===== src/rtl/sip_fifo.sv =====
`timescale 1ns / 1ps
`default_nettype none

module sip_fifo #(
  parameter int WIDTH = 8,
  parameter int DEPTH = 8
) (
  input  wire logic             clk,
  input  wire logic             rst,
  input  wire logic             push,
  input  wire logic [WIDTH-1:0] wdata,
  input  wire logic             pop,
  output logic                  empty,
  output logic      [WIDTH-1:0] rdata
);

  localparam int PTR_W = $clog2(DEPTH);
  localparam int CNT_W = $clog2(DEPTH + 1);

  logic [WIDTH-1:0] mem [DEPTH];
  logic [PTR_W-1:0] wptr;
  logic [PTR_W-1:0] rptr;
  logic [CNT_W-1:0] cnt;
  logic [CNT_W-1:0] cnt_next;

  // Caller guarantees no push when full (credit tracked upstream)
  always_comb begin
    cnt_next = cnt;
    if (push && !pop) begin
      cnt_next = cnt + CNT_W'(1);
    end else if (pop && !push) begin
      cnt_next = cnt - CNT_W'(1);
    end
  end

  always_ff @(posedge clk) begin
    if (rst) begin
      wptr <= '0;
      rptr <= '0;
      cnt  <= '0;
    end else begin
      cnt <= cnt_next;
      if (push) begin
        wptr <= wptr + PTR_W'(1);
      end
      if (pop) begin
        rptr <= rptr + PTR_W'(1);
      end
    end
  end

  always_ff @(posedge clk) begin
    if (push) begin
      mem[wptr] <= wdata;
    end
  end

  assign empty = (cnt == '0);
  assign rdata = mem[rptr];

endmodule

`default_nettype wire


===== config.mk =====
export PLATFORM = sky130hd
export DESIGN_NAME = sip_fifo
export DESIGN_NICKNAME = d
export VERILOG_FILES = /design/src/rtl/sip_fifo.sv
export SDC_FILE = /design/constraint.sdc
export NUM_CORES = 1
export LEC_CHECK = 0
export BUFFER_PORTS_ARGS = -buffer_cell sky130_fd_sc_hd__buf_2
export CAP_MARGIN = 5
export CORE_ASPECT_RATIO = 2
export CORE_MARGIN = 4
export CORE_UTILIZATION = 30
export DETAILED_ROUTE_END_ITERATION = 8
export RECOVER_POWER = 50
export SETUP_SLACK_MARGIN = 0.05
export SYNTH_ARGS = -nofsm -noshare
export SYNTH_HDL_FRONTEND = slang
export SYNTH_SLANG_ARGS = --single-unit

===== constraint.sdc =====
create_clock -name clk -period 5.8 [get_ports clk]
set_clock_uncertainty 0.2 [all_clocks]
set_input_delay 1.45 -clock clk [delete_from_list [all_inputs] [get_ports clk]]
set_output_delay 1.45 -clock clk [all_outputs]
set_load 0.01 [all_outputs]

# Word-level counts from Yosys, hierarchy flattened
# Memories as Yosys holds them, arrays and structs flattened. A register that Yosys moved wholly into a read port is not among the register bits.
# Index checks and enable logic that the tools add are counted.
dict set report classes {
  n_eq_ne 0
  div 0
  bitwise 0
  n_reduce_logical 6
  n_addsub 4
  n_lt_le_gt_ge 0
  n_mux 6
  n_mul 0
  shift 0
}
# cell count
set ops {}
lappend ops {{4-bit two-way mux} 2}
lappend ops {{3-bit by 1-bit adder with 3-bit output (second input constant)} 2}
lappend ops {{3-bit two-way mux} 2}
lappend ops {{4-bit by 1-bit adder with 4-bit output (second input constant)} 1}
lappend ops {{4-bit logical NOT} 1}
lappend ops {{4-bit by 1-bit subtractor with 4-bit output (second input constant)} 1}
lappend ops {{1-bit logical AND} 2}
lappend ops {{1-bit logical NOT} 2}
lappend ops {{1-bit two-way mux} 2}
lappend ops {{2-bit nonzero test} 1}
dict set report word_totals {
  romBits 0
  latch_bits 0
  reg_bits 10
  memories 1
  mem_bits_rw 64
  elab_cells 20
  out_inout_bits 9
}
# memory depth word_bits read_ports rd_clocked_by_memory_dff wr line_no
set mem_list {}
lappend mem_list {mem 8 8 1 1 1 20} ;# logic [WIDTH-1:0] mem [DEPTH];

# Logic depth before layout (Yosys ltp)
dict set report logic_depth {
  depth_word 4
  depth_mapped 8
  ltp_nobuf 8
}

# Worst setup path after synthesis
# OpenSTA, ideal clock, no wires.
dict set report synth_timing {
  path_kind {input-to-reg}
  start {input port pop}
  end {register cnt[3]}
  required_time_ps 5479
  n_path_buf 0
  setup_slack_ps 2725
  setup_ps 121
  path_stages 8
  arrival_ps 2754
  path_cell_list {inv_1 > ha_1 > inv_1 > ha_1 > a21oi_1 > a211oi_1 > a31oi_1 > mux2_2}
}
dict set report synth_between {
  elab_chain_cells 3
}
# element line_no
set synth_lines {}
lappend synth_lines {{start: declaration} 12} ;# input wire logic pop,
lappend synth_lines {{1-bit logical NOT} 29} ;# if (push && !pop) begin
lappend synth_lines {{1-bit logical AND} 29}
lappend synth_lines {{4-bit two-way mux / 2-bit nonzero test (equally long branches)} n/a}
lappend synth_lines {{end signal: assignment} 42} ;# cnt <= cnt_next;
lappend synth_lines {{end: declaration} 23} ;# logic [CNT_W-1:0] cnt;
# Parallel ways exist; a longest one is shown, timed or not.
# A chain may end at the register's enable or synchronous reset.

==> metrics.md <==
| Metric | Value |
|---|---|
| Status | finished clean |
| Crit path DAT | 2310 ps |
| Gp weighted congestion | 0.660 |
| Worst VDD drop | 187 uV |
| Flop-to-flop setup slack | 3890 ps |
| Synth Instances | 161 |
| Share of post-route cells with drive strength above 1 | 0.179 |
| Post-layout util | 0.355 |
| First-pass GRT wire length | 8.18 mm |
| Synth top area cells | edfxtp_1, mux4_1, dfxtp_1, mux2_2, nor2_1 |
| Syn nets | 179 |
| DR vias | 1,465 |
| Reg2reg end | mem[7][7] |
| Leak | 0.00121 uW |
| Num CTS Buffers | 9 |
| Vias/cell | 4.51 |
| Maxcap violations | 0 |
| Most used DFF post-synth | edfxtp_1 |
| Sequential fraction of the synthesis area | 0.708 |
| Worst hold start | rptr[2] |
| DRC Markers | 0 |
| Mapped cell area | 3080 um^2 |
| CTS tree | yes |
| Register area | 2180 um^2 |
| Die width | 79.7 um |
| Antenna Nets Post-Route | 0 |
| Power Density | 359 nW/um^2 |
| Wirelength per Cell | 16.2 um |
| Clk_lat worst skew | 320 ps |
| Fmax | 252 MHz |
| Clock share of power | 0.418 |
| Sw Share | 0.205 |
| Count of final setup violators | 0 |
| Total Routing Usage GR | 0.0960 |
| Multi-input gate area | 850 um^2 |
| Initial DRC count | 36 |
| Initial Util | 0.305 |
| Vias in the first global route | 1,573 |
| Internal | 1020 uW |
| RSZ-0062 raised after global routing | false |
| Grt ovf | 0 |
| Max Transition Viols Final | 0 |
| Reg power frac | 0.500 |
| Top cell type's share of synthesized area | 0.624 |
| Estimated wirelength of the detail-placed design | 3.61 mm |
| CTS Hold Bufs | 0 |
| Core box area | 10,100 um^2 |
| Largest net degree at the start of global routing | 17 |
| Post-CTS Setup Inserts | 0 |
| Nets | 203 |
| PortBufs | 20 |
| Worst Path Required | 4150 ps |
| Switch Pwr | 264 uW |
| Yosys cell types | 26 |
| Clock Tree Buf Depth | 2 |
| Number of I/O pins | 21 |
| Area leader, netlist | edfxtp_1 |
| Htree depth | 3 |
| Worst Path Max Fanout | 16 |
| Hold Path Class | reg -> reg |
| Period utilisation layout | 0.683 |
| Crit path kind | reg -> out |
| Synth-to-Final Area Change | 16.4% |
| N_diodes | 0 |
| #FFs+latches synth | 77 |
| Worst rel slew slack | 0.372 |
| Reg-to-Reg Start | wptr[0] |
| Worst-path clk slew | 50 ps |
| Die Ht | 151 um |
| Critical Path Sink | rdata[1] |
| Initial antenna violation count | 0 |
| Final Hold Fails | 0 |
| Synthesized area per cell | 19.1 um^2 |
| Period minus WS final | 3960 ps |
| Combinational power share | 0.083 |
| DIE AREA | 12,100 um^2 |
| Critical Path End Type | primary output |
| CTS resizes | 0 |
| Worst Reg2Reg Path Length in Cells | 2 |
| Critical path launch point type | flip-flop |
| Routed wire length | 5.27 mm |
| Actual slew at the worst max-slew pin | 939 ps |
| Filler cells | 930 |
| Setup TNS Final | 0 ps |
| Sink Count | 77 |
| Pre-Repair DR Iteration Count | 4 |
| Rows | 52 |
| Root buf cell | clkbuf_16 |
| Post-synth ARST share | 0 |
| Ys Warns | 0 |
| Post-synth EDFFs | 64 |
-- power by group through the flow --
stage	Combinational (uW)	Sequential [uW]	Clock, uW
2_1_floorplan	87.1	641	0
6_report	107	642	537
3_5_place_dp	110	655	0
4_1_cts	111	644	546
3_3_place_gp	108	654	0
5_1_grt	119	646	564
-- layer usage --
metal / vias up / track usage / routed length [um]
met4: 0 / 0.0482 / 119
met2: 34 / 0.182 / 3060
li1: 689 / - / -
met5: - / 0 / 0
met1: 732 / 0.0951 / 1920
met3: 10 / 0.0214 / 158
-- state kept, by name, indices dropped and copies added (netlist names), named ones only --
| name | count |
|---|---|
| mem | 64 |
| wptr | 3 |
| rptr | 3 |
| cnt | 4 |
-- cells by family (layout without fill, tap and decap cells) --
kind of cell	after synthesis	count (layout)	share of synthesized area
flip-flops	77	77	0.708
buffers and inverters	9	38	0.0191
AND/OR/NAND/NOR	31	31	0.0431
AO/OA/AOI/OAI	4	4	0.00772
adder cells (fa/ha/maj)	6	6	0.0268
multiplexers	28	28	0.178
XOR/XNOR	6	6	0.0171
-- placed cells by master (no fill, tap or decap) --
cell type | netlist | routed
a211oi_1 | 1 | 1
a21oi_1 | 2 | 2
a31oi_1 | 1 | 1
buf_2 | 1 | 10
bufinv_16 | 0 | 1
clkbuf_1 | 3 | 14
clkbuf_16 | 0 | 9
clkbuf_8 | 0 | 1
clkinv_2 | 0 | 1
dfxtp_1 | 13 | 13
edfxtp_1 | 64 | 64
fa_1 | 1 | 1
ha_1 | 5 | 5
inv_1 | 2 | 2
mux2_2 | 9 | 9
mux2i_1 | 3 | 3
mux4_1 | 15 | 15
mux4_2 | 1 | 1
nand2_1 | 4 | 4
nand2b_1 | 3 | 3
nand3_1 | 1 | 1
nor2_1 | 19 | 19
nor2b_1 | 1 | 1
nor3_2 | 0 | 2
nor4_1 | 1 | 1
xnor2_1 | 3 | 3
xor2_1 | 3 | 3
-- Yosys cell counts, types with 3 or more instances --
cell type	instances
clkbuf_1	3
dfxtp_1	13
edfxtp_1	64
ha_1	5
mux2_2	9
mux2i_1	3
mux4_1	15
nand2_1	4
nand2b_1	3
nor2_1	19
xnor2_1	3
xor2_1	3
-- worst max-delay path: stages (launching register included) --
cell     delay, ps
dfxtp_1        900
mux4_1         660
mux2_2         290
buf_2          140
-- worst min-delay path by stage --
stage                            to  depth (start not counted)
final                       rptr[2]                          2
after global routing        rptr[2]                          2
after CTS                   rptr[2]                          2
after detailed placement    wptr[2]                          2
after global placement      rptr[2]                          2
after floorplan           flip-flop                          2
-- cell type report --
| cell class | instances | area share |
|---|---|---|
| inverters | 2 | 0.00209 |
| flip-flops and latches | 77 | 0.609 |
| clock buffers | 14 | 0.0709 |
| repair buffers | 20 | 0.0244 |
| multi-input cells | 75 | 0.237 |
| well taps | 135 | 0.0471 |
| clock inverters | 2 | 0.00977 |
-- per-stage QoR --
stage                     cell area, um^2  std cells  setup WS [ps]  total power, uW  hold WS (ps)
final                                3580        325           1840             1290           322
after global routing                 3580        325           1680             1330           364
after CTS                            3600        325           1730             1300           333
after detailed placement             3310        309           2080              765           322
after global placement               3310        309           2090              762           308
after floorplan                      3080        161           2730              728           285
(Power assumes the default switching activity.)
